<file path="src/rtl/idld_pkg.sv">
// ----------------------------------------------------------------------------
// idld_pkg
// shared types, codes and arithmetic helpers of the icon display-list decoder
// ----------------------------------------------------------------------------
package idld_pkg;

  // result kinds
  typedef enum logic [2:0] {
    K_LINE = 3'd0,
    K_CIRC = 3'd1,
    K_DISC = 3'd2,
    K_RECT = 3'd3,
    K_END  = 3'd4,
    K_ERR  = 3'd5
  } prim_kind_t;

  // display-list opcodes
  localparam logic signed [7:0] OP_END  = 8'sd0;
  localparam logic signed [7:0] OP_LINE = 8'sd1;
  localparam logic signed [7:0] OP_CIRC = 8'sd2;
  localparam logic signed [7:0] OP_DISC = 8'sd3;
  localparam logic signed [7:0] OP_RECT = 8'sd4;

  // configuration register indexes
  localparam logic [1:0] CFG_CENTER_X   = 2'd0;
  localparam logic [1:0] CFG_CENTER_Y   = 2'd1;
  localparam logic [1:0] CFG_GLYPH_SIZE = 2'd2;

  localparam int CFG_DATA_W = 10;
  localparam int CFG_INDEX_W = 2;

  // parser phases
  typedef enum logic [4:0] {
    PH_OPCODE = 5'b00001,
    PH_COUNT  = 5'b00010,
    PH_PX     = 5'b00100,
    PH_PY     = 5'b01000,
    PH_SHAPE  = 5'b10000
  } phase_t;

  // work handed from the parser to the result stage
  typedef struct packed {
    logic              valid;
    logic              emit;
    prim_kind_t        kind;
    logic signed [16:0] m0;
    logic signed [16:0] m1;
    logic signed [16:0] m2;
    logic signed [16:0] m3;
  } job_t;

  // signed byte times glyph size
  function automatic logic signed [16:0] mul_g(input logic signed [7:0] c,
                                               input logic [7:0] g);
    logic signed [16:0] a;
    logic signed [16:0] b;
    a = $signed({{9{c[7]}}, c});
    b = $signed({9'd0, g});
    return a * b;
  endfunction

  // floor(t / 7) for t below 8192, reciprocal multiply
  function automatic logic [10:0] div7(input logic [12:0] t);
    logic [26:0] pr;
    pr = 27'(t) * 27'(14'd9363);
    return pr[26:16];
  endfunction

  // p / 28, truncated toward zero
  function automatic logic signed [11:0] scale28(input logic signed [16:0] p);
    logic [16:0]        mag;
    logic signed [11:0] qs;
    mag = p[16] ? 17'(-p) : 17'(p);
    qs  = $signed({1'b0, div7(mag[14:2])});
    return p[16] ? -qs : qs;
  endfunction

  // p / 56, truncated toward zero
  function automatic logic signed [11:0] scale56(input logic signed [16:0] p);
    logic [16:0]        mag;
    logic signed [11:0] qs;
    mag = p[16] ? 17'(-p) : 17'(p);
    qs  = $signed({1'b0, div7({1'b0, mag[14:3]})});
    return p[16] ? -qs : qs;
  endfunction

  // saturate to the 11 bit signed range
  function automatic logic signed [10:0] sat11(input logic signed [12:0] v);
    logic signed [10:0] r;
    if (v > 13'sd1023) begin
      r = 11'sd1023;
    end else if (v < -13'sd1024) begin
      r = 11'sh400;
    end else begin
      r = v[10:0];
    end
    return r;
  endfunction

  // glyph size / 11, at least 2
  function automatic logic [4:0] stroke(input logic [7:0] g);
    logic [16:0] pr;
    logic [4:0]  w;
    pr = 17'(g) * 17'(9'd373);
    w  = pr[16:12];
    return (w < 5'd2) ? 5'd2 : w;
  endfunction

endpackage

</file>
<file path="src/rtl/idld_if.sv">
// ----------------------------------------------------------------------------
// idld_if
// valid/ready channels for display-list words and primitive words
// ----------------------------------------------------------------------------
interface idld_code_if;
  logic              valid;
  logic              ready;
  logic signed [7:0] code_byte;
  logic              start_of_symbol;

  modport source (output valid, output code_byte, output start_of_symbol, input ready);
  modport sink   (input valid, input code_byte, input start_of_symbol, output ready);
endinterface

interface idld_prim_if;
  logic               valid;
  logic               ready;
  logic [2:0]         prim_kind;
  logic signed [10:0] point_x;
  logic signed [10:0] point_y;
  logic signed [10:0] end_x;
  logic signed [10:0] end_y;
  logic [9:0]         radius;
  logic [4:0]         stroke_width;

  modport source (output valid, output prim_kind, output point_x, output point_y,
                  output end_x, output end_y, output radius, output stroke_width,
                  input ready);
  modport sink   (input valid, input prim_kind, input point_x, input point_y,
                  input end_x, input end_y, input radius, input stroke_width,
                  output ready);
endinterface

</file>
<file path="src/rtl/icon_display_list_decoder_top.sv">
// ----------------------------------------------------------------------------
// icon_display_list_decoder_top
// icon display-list parser that turns signed table bytes into draw primitives
// ----------------------------------------------------------------------------
// One display-list byte is taken per cycle while ready is high; a primitive word
// comes from the byte that completes it: the byte is parsed and its operands
// multiplied by the glyph size into a job register, then the divide by 28 or 56,
// centre offset and saturation fill the result register. Ready drops only while
// both the job register and the result register hold words and the result is not
// taken. Polylines give one line word per segment, circles, filled circles and
// rectangles one word each, the end byte an end word; an unknown opcode or a
// negative count gives an error word, and after an end or error word bytes are
// dropped until a byte with start_of_symbol set. Configuration (center and glyph
// size) must be written by the user only while idle; the block does not enforce.
// ----------------------------------------------------------------------------
module icon_display_list_decoder_top (
  input  logic                              clk,
  input  logic                              rst,
  input  logic                              cfg_we,
  input  logic [idld_pkg::CFG_INDEX_W-1:0]  cfg_index,
  input  logic [idld_pkg::CFG_DATA_W-1:0]   cfg_data,
  idld_code_if.sink                         code,
  idld_prim_if.source                       prim
);

  // configuration registers
  logic signed [9:0] center_x;
  logic signed [9:0] center_y;
  logic [7:0]        glyph_size;

  always_ff @(posedge clk) begin
    if (rst) begin
      center_x   <= '0;
      center_y   <= '0;
      glyph_size <= 8'd24;
    end else if (cfg_we) begin
      // writes beyond the register list are dropped
      if (cfg_index == idld_pkg::CFG_CENTER_X) begin
        center_x <= cfg_data[9:0];
      end else if (cfg_index == idld_pkg::CFG_CENTER_Y) begin
        center_y <= cfg_data[9:0];
      end else if (cfg_index == idld_pkg::CFG_GLYPH_SIZE) begin
        glyph_size <= cfg_data[7:0];
      end
    end
  end

  // parser state
  idld_pkg::phase_t     phase;
  idld_pkg::prim_kind_t shape_kind;
  logic [6:0]           points_left;
  logic [7:0]           held [3];
  logic                 have_prev;
  logic                 halted;

  idld_pkg::phase_t     phase_next;
  idld_pkg::prim_kind_t shape_kind_next;
  logic [6:0]           points_left_next;
  logic [7:0]           held_next [3];
  logic                 have_prev_next;
  logic                 halted_next;

  // pipeline registers
  idld_pkg::job_t job;
  idld_pkg::job_t job_next;
  logic           out_valid;

  // handshake: result stage moves when its word is gone or being taken,
  // the job register when it is empty or moving on
  logic adv;
  logic job_en;
  logic accept;

  assign adv        = !out_valid || prim.ready;
  assign job_en     = !job.valid || adv;
  assign code.ready = job_en;
  assign accept     = code.valid && job_en;

  // ---------------------------------------------------------------------------
  // parser: next state and the job for the result stage
  // ---------------------------------------------------------------------------
  logic signed [7:0] b;
  logic              shape_done;
  logic [7:0]        y_byte;

  assign b = code.code_byte;

  always_comb begin
    phase_next       = phase;
    shape_kind_next  = shape_kind;
    points_left_next = points_left;
    held_next        = held;
    have_prev_next   = have_prev;
    halted_next      = halted;
    job_next.valid   = 1'b0;
    job_next.emit    = 1'b0;
    job_next.kind    = idld_pkg::K_END;
    shape_done       = 1'b0;
    y_byte           = held[1];

    // start flag restarts the parser, this byte is an opcode
    if (code.start_of_symbol) begin
      halted_next      = 1'b0;
      phase_next       = idld_pkg::PH_OPCODE;
      points_left_next = '0;
      have_prev_next   = 1'b0;
    end

    if (!halted_next) begin
      unique case (phase_next)
        idld_pkg::PH_OPCODE: begin
          if (b == idld_pkg::OP_END) begin
            halted_next    = 1'b1;
            job_next.valid = 1'b1;
            job_next.emit  = 1'b1;
            job_next.kind  = idld_pkg::K_END;
          end else if (b < idld_pkg::OP_LINE || b > idld_pkg::OP_RECT) begin
            halted_next    = 1'b1;
            job_next.valid = 1'b1;
            job_next.emit  = 1'b1;
            job_next.kind  = idld_pkg::K_ERR;
          end else begin
            points_left_next = '0;
            if (b == idld_pkg::OP_LINE) begin
              shape_kind_next = idld_pkg::K_LINE;
              phase_next      = idld_pkg::PH_COUNT;
            end else begin
              if (b == idld_pkg::OP_CIRC) begin
                shape_kind_next = idld_pkg::K_CIRC;
              end else if (b == idld_pkg::OP_DISC) begin
                shape_kind_next = idld_pkg::K_DISC;
              end else begin
                shape_kind_next = idld_pkg::K_RECT;
              end
              phase_next = idld_pkg::PH_SHAPE;
            end
          end
        end
        idld_pkg::PH_COUNT: begin
          if (b < 8'sd0) begin
            halted_next    = 1'b1;
            phase_next     = idld_pkg::PH_OPCODE;
            job_next.valid = 1'b1;
            job_next.emit  = 1'b1;
            job_next.kind  = idld_pkg::K_ERR;
          end else begin
            have_prev_next   = 1'b0;
            points_left_next = b[6:0];
            phase_next       = (b[6:0] != 7'd0) ? idld_pkg::PH_PX : idld_pkg::PH_OPCODE;
          end
        end
        idld_pkg::PH_PX: begin
          held_next[0] = b;
          phase_next   = idld_pkg::PH_PY;
        end
        idld_pkg::PH_PY: begin
          // every point updates the previous point, a segment needs two
          y_byte           = b;
          job_next.valid   = 1'b1;
          job_next.emit    = have_prev_next;
          job_next.kind    = idld_pkg::K_LINE;
          have_prev_next   = 1'b1;
          points_left_next = points_left_next - 7'd1;
          phase_next       = (points_left_next != 7'd0) ? idld_pkg::PH_PX
                                                        : idld_pkg::PH_OPCODE;
        end
        idld_pkg::PH_SHAPE: begin
          // circles end on their third operand, rectangles on their fourth
          if (points_left_next >= 7'd3 ||
              (shape_kind != idld_pkg::K_RECT && points_left_next == 7'd2)) begin
            shape_done = 1'b1;
          end else begin
            held_next[points_left_next[1:0]] = b;
            points_left_next = points_left_next + 7'd1;
          end
          if (shape_done) begin
            job_next.valid   = 1'b1;
            job_next.emit    = 1'b1;
            job_next.kind    = shape_kind;
            phase_next       = idld_pkg::PH_OPCODE;
            points_left_next = '0;
          end
        end
        default: begin
          phase_next = idld_pkg::PH_OPCODE;
        end
      endcase
    end

    // operand products: x, y, rect width and the last byte
    job_next.m0 = idld_pkg::mul_g(held[0], glyph_size);
    job_next.m1 = idld_pkg::mul_g(y_byte, glyph_size);
    job_next.m2 = idld_pkg::mul_g(held[2], glyph_size);
    job_next.m3 = idld_pkg::mul_g(b, glyph_size);
  end

  always_ff @(posedge clk) begin
    if (rst) begin
      phase       <= idld_pkg::PH_OPCODE;
      shape_kind  <= idld_pkg::K_LINE;
      points_left <= '0;
      have_prev   <= 1'b0;
      halted      <= 1'b0;
    end else if (accept) begin
      phase       <= phase_next;
      shape_kind  <= shape_kind_next;
      points_left <= points_left_next;
      have_prev   <= have_prev_next;
      halted      <= halted_next;
    end
  end

  // operand bytes, always written before read
  always_ff @(posedge clk) begin
    if (accept) begin
      held <= held_next;
    end
  end

  always_ff @(posedge clk) begin
    if (rst) begin
      job.valid <= 1'b0;
    end else if (job_en) begin
      job.valid <= accept && job_next.valid;
    end
  end

  always_ff @(posedge clk) begin
    if (job_en) begin
      job.emit <= job_next.emit;
      job.kind <= job_next.kind;
      job.m0   <= job_next.m0;
      job.m1   <= job_next.m1;
      job.m2   <= job_next.m2;
      job.m3   <= job_next.m3;
    end
  end

  // ---------------------------------------------------------------------------
  // result stage: divide, offset, saturate
  // ---------------------------------------------------------------------------
  logic signed [10:0] prev_x;
  logic signed [10:0] prev_y;
  logic signed [10:0] new_x;
  logic signed [10:0] new_y;
  logic signed [11:0] sc_w;
  logic signed [11:0] sc_h;
  logic signed [11:0] sc_r;
  logic signed [12:0] r_sum;
  logic [9:0]         r_clamped;
  logic [4:0]         stroke_w;

  logic [2:0]         kind_next;
  logic signed [10:0] point_x_next;
  logic signed [10:0] point_y_next;
  logic signed [10:0] end_x_next;
  logic signed [10:0] end_y_next;
  logic [9:0]         radius_next;

  logic [2:0]         out_kind;
  logic signed [10:0] out_point_x;
  logic signed [10:0] out_point_y;
  logic signed [10:0] out_end_x;
  logic signed [10:0] out_end_y;
  logic [9:0]         out_radius;
  logic [4:0]         out_stroke;

  always_comb begin
    stroke_w = idld_pkg::stroke(glyph_size);
    new_x = idld_pkg::sat11($signed({{3{center_x[9]}}, center_x})
                            + 13'(idld_pkg::scale28(job.m0)));
    new_y = idld_pkg::sat11($signed({{3{center_y[9]}}, center_y})
                            + 13'(idld_pkg::scale28(job.m1)));
    sc_w  = idld_pkg::scale28(job.m2);
    sc_h  = idld_pkg::scale28(job.m3);
    sc_r  = idld_pkg::scale56(job.m3);

    // filled circles widen by a quarter stroke, then clamp to 0..1023
    r_sum = 13'(sc_r);
    if (job.kind == idld_pkg::K_DISC) begin
      r_sum = r_sum + $signed({8'd0, stroke_w[4:2]});
    end
    if (r_sum < 13'sd0) begin
      r_clamped = '0;
    end else if (r_sum > 13'sd1023) begin
      r_clamped = 10'd1023;
    end else begin
      r_clamped = r_sum[9:0];
    end

    kind_next    = job.kind;
    point_x_next = '0;
    point_y_next = '0;
    end_x_next   = '0;
    end_y_next   = '0;
    radius_next  = '0;
    unique case (job.kind)
      idld_pkg::K_LINE: begin
        point_x_next = prev_x;
        point_y_next = prev_y;
        end_x_next   = new_x;
        end_y_next   = new_y;
      end
      idld_pkg::K_CIRC, idld_pkg::K_DISC: begin
        point_x_next = new_x;
        point_y_next = new_y;
        radius_next  = r_clamped;
      end
      idld_pkg::K_RECT: begin
        point_x_next = new_x;
        point_y_next = new_y;
        end_x_next   = idld_pkg::sat11(13'(sc_w) + 13'sd1);
        end_y_next   = idld_pkg::sat11(13'(sc_h) + 13'sd1);
      end
      idld_pkg::K_END, idld_pkg::K_ERR: begin
        // all geometry fields stay zero
      end
      default: begin
        kind_next = idld_pkg::K_ERR;
      end
    endcase
  end

  always_ff @(posedge clk) begin
    if (rst) begin
      out_valid <= 1'b0;
      prev_x    <= '0;
      prev_y    <= '0;
    end else if (adv) begin
      out_valid <= job.valid && job.emit;
      if (job.valid && job.kind == idld_pkg::K_LINE) begin
        prev_x <= new_x;
        prev_y <= new_y;
      end
    end
  end

  always_ff @(posedge clk) begin
    if (adv && job.valid) begin
      out_kind    <= kind_next;
      out_point_x <= point_x_next;
      out_point_y <= point_y_next;
      out_end_x   <= end_x_next;
      out_end_y   <= end_y_next;
      out_radius  <= radius_next;
      out_stroke  <= stroke_w;
    end
  end

  assign prim.valid        = out_valid;
  assign prim.prim_kind    = out_kind;
  assign prim.point_x      = out_point_x;
  assign prim.point_y      = out_point_y;
  assign prim.end_x        = out_end_x;
  assign prim.end_y        = out_end_y;
  assign prim.radius       = out_radius;
  assign prim.stroke_width = out_stroke;

endmodule

</file>
<file path="src/flat_wrapper.sv">
// flat-port wrapper written by rule: the top's interface ports become plain ports
module icon_display_list_decoder_top_flat 
  (clk, rst, cfg_we, cfg_index, cfg_data, code_valid, code_code_byte, code_start_of_symbol, code_ready, prim_valid, prim_prim_kind, prim_point_x, prim_point_y, prim_end_x, prim_end_y, prim_radius, prim_stroke_width, prim_ready);
  idld_code_if code_i ();
  idld_prim_if prim_i ();
  input  logic clk;
  input  logic rst;
  input  logic cfg_we;
  input  logic [idld_pkg::CFG_INDEX_W-1:0] cfg_index;
  input  logic [idld_pkg::CFG_DATA_W-1:0] cfg_data;
  input wire logic [$bits(code_i.valid)-1:0] code_valid;
  input wire logic [$bits(code_i.code_byte)-1:0] code_code_byte;
  input wire logic [$bits(code_i.start_of_symbol)-1:0] code_start_of_symbol;
  output wire logic [$bits(code_i.ready)-1:0] code_ready;
  output wire logic [$bits(prim_i.valid)-1:0] prim_valid;
  output wire logic [$bits(prim_i.prim_kind)-1:0] prim_prim_kind;
  output wire logic [$bits(prim_i.point_x)-1:0] prim_point_x;
  output wire logic [$bits(prim_i.point_y)-1:0] prim_point_y;
  output wire logic [$bits(prim_i.end_x)-1:0] prim_end_x;
  output wire logic [$bits(prim_i.end_y)-1:0] prim_end_y;
  output wire logic [$bits(prim_i.radius)-1:0] prim_radius;
  output wire logic [$bits(prim_i.stroke_width)-1:0] prim_stroke_width;
  input wire logic [$bits(prim_i.ready)-1:0] prim_ready;
  assign code_i.valid = code_valid;
  assign code_i.code_byte = code_code_byte;
  assign code_i.start_of_symbol = code_start_of_symbol;
  assign code_ready = code_i.ready;
  assign prim_valid = prim_i.valid;
  assign prim_prim_kind = prim_i.prim_kind;
  assign prim_point_x = prim_i.point_x;
  assign prim_point_y = prim_i.point_y;
  assign prim_end_x = prim_i.end_x;
  assign prim_end_y = prim_i.end_y;
  assign prim_radius = prim_i.radius;
  assign prim_stroke_width = prim_i.stroke_width;
  assign prim_i.ready = prim_ready;
  icon_display_list_decoder_top u_core (.clk(clk), .rst(rst), .cfg_we(cfg_we), .cfg_index(cfg_index), .cfg_data(cfg_data), .code(code_i), .prim(prim_i));
endmodule
</file>
<file path="config.mk">
export PLATFORM = sky130hd
export DESIGN_NAME = icon_display_list_decoder_top_flat
export DESIGN_NICKNAME = d
export VERILOG_FILES = /design/src/rtl/idld_pkg.sv /design/src/rtl/idld_if.sv /design/src/rtl/icon_display_list_decoder_top.sv /design/src/flat_wrapper.sv
export SDC_FILE = /design/constraint.sdc
export NUM_CORES = 2
export LEC_CHECK = 0
export BUFFER_PORTS_ARGS = -buffer_cell sky130_fd_sc_hd__buf_2
export CAP_MARGIN = 30
export CORE_ASPECT_RATIO = 1.5
export CORE_UTILIZATION = 45
export DETAILED_ROUTE_END_ITERATION = 10
export HOLD_SLACK_MARGIN = 0.06
export PLACE_DENSITY = 0.72
export SLEW_MARGIN = 20
export SYNTH_ARGS = -nofsm -noshare
export SYNTH_HDL_FRONTEND = slang
export SYNTH_SLANG_ARGS = --single-unit
</file>
<file path="constraint.sdc">
create_clock -name clk -period 23.2 [get_ports clk]
set_input_delay 2.32 -clock clk [delete_from_list [all_inputs] [get_ports clk]]
set_output_delay 2.32 -clock clk [all_outputs]
set_load 0.02 [all_outputs]
</file>
== Yosys cells after proc, flatten, opt, wreduce, memory -nomap -nowiden ==
Cells that the tools add are included.
Widths: inputs -> output; s select.

* Output and inout bits: 64
* Register bits: 227
* Input port bits: 26
* Word-level logic and storage cells: 199

* Multiply operators: 10
* Mux-type cells: 71
* Equality and inequality tests: 18
* Reductions and logical operators: 30
* $add $sub $neg: 16
* Bitwise operators: 8
* Magnitude comparators: 17

{| class="wikitable"
|+ Operators by type and width
! cell !! number
|-
| $mul 13x14->27 const B || 4
|-
| $mux 11 || 8
|-
| $pmux 11 s2 || 4
|-
| $mul 8x9->17 || 4
|-
| $gt 13x11->1 const B || 5
|-
| $mux 5 || 13
|-
| $mux 12 || 5
|-
| $mux 15 || 4
|-
| $neg 15->15 || 4
|-
| $lt 13x11->1 const B || 4
|-
| $mux 7 || 7
|-
| $neg 11->12 || 4
|-
| $pmux 7 s4 || 1
|-
| $add 10x12->13 || 2
|-
| $add 12x2->13 const B || 2
|-
| $mul 12x14->26 const B || 1
|-
| $pmux 5 s5 || 1
|-
| $bwmux 24 || 1
|-
| $mux 24 || 1
|-
| $mux 8 || 3
|-
| $pmux 5 s4 || 1
|-
| $mul 8x9->17 const B || 1
|-
| $demux 8 s2 || 1
|-
| $eq 8x3->1 const B || 2
|-
| other kinds (49) || 87
|}

== Logic depth before layout (Yosys ltp) ==
* Word-level depth: 11
* Mapped depth: 45
* Mapped depth without buffers: 44

== Worst setup path before layout ==
No wires, ideal clock.

* Kind: reg-to-reg
* From: reg u_core.job[53] in the netlist's numbering
* To: reg u_core.out_end_x[0] (netlist: u_core.prim.end_x[0]) (data pin)
* Buffers on the path: 0
* Arrival time: 9.582 ns
* Setup time: 0.160 ns
* Stages on the path, launching flop included: 41
* Slack: 13.458 ns
* Data required time: 23.040 ns
* Period minus slack after synthesis: 9.742 ns
* Cells stage by stage: edfxtp_1 or4_1 nor4_1 nand2b_1 or4_1 or3_1 o21ai_0 xnor2_1 ha_1 fa_1 fa_1 fa_1 fa_1 inv_1 ha_1 a21o_1 a21oi_1 o31ai_1 (+5 left out) nand2_1 nor2_1 nor2_1 o22a_1 o22ai_1 xnor2_1 ha_1 a21boi_0 o21ai_0 a21boi_0 o21ai_0 a21boi_0 o21a_1 o21a_1 nor3_1 nor4b_2 o21ai_0 o221ai_2

* Cells in the longest elaborated chain, start to end: 10
* Elaborated cells on any way between the ends: 11
* Classes of those cells: add/sub (3); mul (1); order compare (2); mux (5)

{| class="wikitable"
|+ Ends and longest elaborated chain
! item !! line !! RTL
|-
| start, declared || icon_display_list_decoder_top.sv:64 || <nowiki>idld_pkg::job_t job;</nowiki>
|-
| $neg 15->15 || idld_pkg.sv:73 || <nowiki>mag = p[16] ? 17'(-p) : 17'(p);</nowiki>
|-
| $mux 15 (*) || idld_pkg.sv:73 ||
|-
| $mul 13x14->27 (*) || idld_pkg.sv:65 || <nowiki>pr = 27'(t) * 27'(14'd9363);</nowiki>
|-
| $neg 11->12 || idld_pkg.sv:75 || <nowiki>return p[16] ? -qs : qs;</nowiki>
|-
| $mux 12 (*) || idld_pkg.sv:75 ||
|-
| $add 10x12->13 (*) || icon_display_list_decoder_top.sv:271 || <nowiki>+ 13'(idld_pkg::scale28(job.m0)));</nowiki>
|-
| $lt 13x11->1 || idld_pkg.sv:92 || <nowiki>end else if (v < -13'sd1024) begin</nowiki>
|-
| $mux 11 || idld_pkg.sv:92 ||
|-
| $mux 11 (*) || idld_pkg.sv:90 || <nowiki>if (v > 13'sd1023) begin</nowiki>
|-
| $pmux 11 s2 (*) || icon_display_list_decoder_top.sv:297 || <nowiki>unique case (job.kind)</nowiki>
|-
| end signal, assigned || icon_display_list_decoder_top.sv:343 || <nowiki>out_end_x <= end_x_next;</nowiki>
|-
| end, declared || icon_display_list_decoder_top.sv:263 || <nowiki>logic signed [10:0] out_end_x;</nowiki>
|}

Every way passes the cells marked *; elsewhere a longest branch is shown, timed or not.
A chain may end at the register's enable or synchronous reset.

== Worst setup path after layout ==
* From: reg u_core.job[53] in the netlist's numbering
* To: reg u_core.out_end_x[1] (netlist: u_core.prim.end_x[1]) (data pin)

The elaborated chain is that of the path after synthesis.

==> impl_results.md <==
- Outcome: complete, no violations
- Synth-to-Final Area Change: 6.77%
- EDFF count, synth: 154
- Crit path max fanout: 10
- Final wirelength: 79.1 mm
- Clock tree buffer depth: 3
- Dominant synthesized flop cell: edfxtp_1
- Die Span X: 225 microns
- Worst-path clk slew: 0.07 ns
- # hold bufs at CTS: 0
- 1st-pass router iterations: 5
- GRT Total Usage: 21.4%
- Unique cell type count in the Yosys netlist: 106
- Share of cells above drive strength 1: 5.73%
- Clock root cell: clkbuf_16
- RSZ-0062 raised after global routing: no
- Final Cycle Share: 47.0%
- CTS buffer count: 24
- Worst Path Buf+Inv: 1
- CP Launch Type: flop
- GRT overflow: 0
- WP data required: 23.61 ns
- Pre-CTS setup slack: 12.43 ns
- Post-CTS sizing: 0
- Setup TNS: 0 ns
- Synth Instances: 3677
- Hpwl dp: 64.1 mm
- Global-route wire length before repair: 131 mm
- CP Data Arrival Time: 11.32 ns
- Yosys top cell by area: ha_1
- Core Region: 73700 sq um
- Fin worst setup slack: 12.30 ns
- Synthesized cell area: 33500 sq um
- Register bit total from synthesis: 222
- Placed instance area: 35000 sq um
- Synth cell count leaders: ha_1, inv_1, fa_1
- FFs w/ async S/R, synth: 0%
- # DRC: 0
- Fill cells: 6836
- GPL Wtd Cong: 0.926
- Net Count, Synth: 4591
- Via count: 25607
- Yosys top cell area share: 22.6%
- Clk Latency, worst-skew pair: 0.59 ns
- Worst-Margin Slew: 0.932 ns
- Via-to-Cell Ratio: 5.42
- Fin. Hold Viols: 0
- Wire per inst: 16.7 microns
- Die height: 336 microns
- Vias in the first global route: 26267
- Nets: 4630
- Die area: 75600 sq um
- Min Tclk post-route: 10.90 ns
- HP Class: flop to flop
- Number of max-cap violations: 0
- Final setup vio count: 0
- Initial DRC count: 1290
- Syn Area/Cell: 9.11 sq um
- Clock Skew: 0.0274 ns
- Ranking of synthesized cells by area: ha_1, fa_1, edfxtp_1
- Post-route ant nets: 0
- Setup Buffers After CTS: 0
- Relative slew slack: 37.2%
- Worst path top cell family by delay: compound AO/OA/AOI/OAI gates
- Most frequent cell after synthesis: ha_1
- Register area share after synthesis: 17.9%
- Warnings, synthesis: 0
- Initial antenna violation count: 5
- CP Class: flop to flop
- Io pins: 90
- Largest net degree at the start of global routing: 71
- Worst path slowest cell: nor4b_2
- Initial core utilization: 45.4%
- Port bufs: 89
- Max-slew violation count: 0
- TritonCTS clock tree: yes
- H-tree levels: 1
- Fmax: 0.0917 GHz
- Worst path max stage delay: 0.82 ns
- Critical Path End Type: flop
- Row cnt: 122
- CTS Sinks: 222
- Fin area: 35800 sq um
[through the flow]
step	hold slack (ns)	util, %	instances
after floorplan	0.437	-	3677
after global placement	0.446	47.4	4679
after detailed placement	0.451	47.4	4681
after CTS	0.460	48.5	4724
after global routing	0.481	48.5	4728
final	0.465	48.5	4728
[cell families after synthesis]
kind of cell	Yosys count	synth area share (%)
AOI/OAI and AO/OA	629	12.5
xor gates and xnor gates	225	5.99
adders and majority gates	888	39.5
buffers and inverters	697	7.92
DFF	222	17.9
muxes	46	1.43
and+or+nand+nor	970	14.8
[final timing paths]
path / startpoint / endpoint / slack, ns / depth (start not counted)
worst max-delay path: u_core.job[53]$_DFFE_PN_ / u_core.prim.end_x[1]$_SDFFCE_PN0P_ / 12.30 / 40
worst min-delay path: u_core.prev_y[0]$_SDFFE_PP0P_ / u_core.prev_y[0]$_SDFFE_PP0P_ / 0.46 / 2
worst max register to register: u_core.job[53]$_DFFE_PN_ / u_core.prim.end_x[1]$_SDFFCE_PN0P_ / 12.30 / 40
worst min register to register: u_core.prev_y[0]$_SDFFE_PP0P_ / u_core.prev_y[0]$_SDFFE_PP0P_ / 0.46 / 2
[worst reg2reg max path: cells and delay by family (launching register included)]
kind / cells / cell delay [ns]
flops: 1 / 0.42
buf+inv: 1 / 0.04
xor+xnor: 3 / 0.53
fa+ha+maj: 8 / 3.24
simple gates: 10 / 2.96
compound gates: 18 / 3.57
[placed cells by master (no fill, tap or decap), types with 25 or more instances in the layout]
cell,instances
a211oi_1,27
xor2_1,67
a21o_1,48
and2_1,151
mux2i_1,37
ha_1,605
nor4_1,26
nand2b_1,38
o21ai_0,149
fa_1,283
nand2_1,275
o31ai_1,25
inv_1,588
nor2b_1,32
a21oi_1,153
dfxtp_1,68
nand3_1,46
nor2_1,206
buf_2,90
nor3_1,41
xnor2_1,154
edfxtp_1,154
[sequential cells by signal (all words and copies together) (netlist names), 5 cells and up]
| register | flops |
|---|---|
| u_core.prim.point_y | 11 |
| u_core.prim.stroke_width | 5 |
| u_core.points_left | 7 |
| u_core.held | 24 |
| u_core.center_y | 10 |
| u_core.center_x | 10 |
| u_core.prev_x | 11 |
| u_core.prim.radius | 10 |
| u_core.prim.end_y | 11 |
| u_core.glyph_size | 8 |
| u_core.prim.end_x | 11 |
| u_core.phase | 5 |
| u_core.prev_y | 11 |
| u_core.job | 69 |
| u_core.prim.point_x | 11 |
[cell type report]
class	count	area, sq um	share of cell area, %
Timing Repair Buffer	114	631	1.76
Sequential cell	222	5990	16.7
Tap cell	992	1240	3.47
Antenna cell	3	7.51	0.0210
Multi-Input combinational cell	2758	24900	69.5
Clock inverter	17	186	0.521
Inverter	596	2240	6.25
Clock buffer	26	608	1.70
[layer usage]
metal / vias to the layer above / global-route usage (%) / part of all wire (%)
met5: - / 0 / 0.029
met3: 179 / 2.32 / 3.3
met4: 4 / 10.7 / 5.1
met1: 12377 / 23.5 / 39
li1: 12573 / - / -
met2: 474 / 40.5 / 52
Power is left out: the tool's default activity adds up to more than one toggle a clock period on the data nets, which glitch-free logic cannot reach.
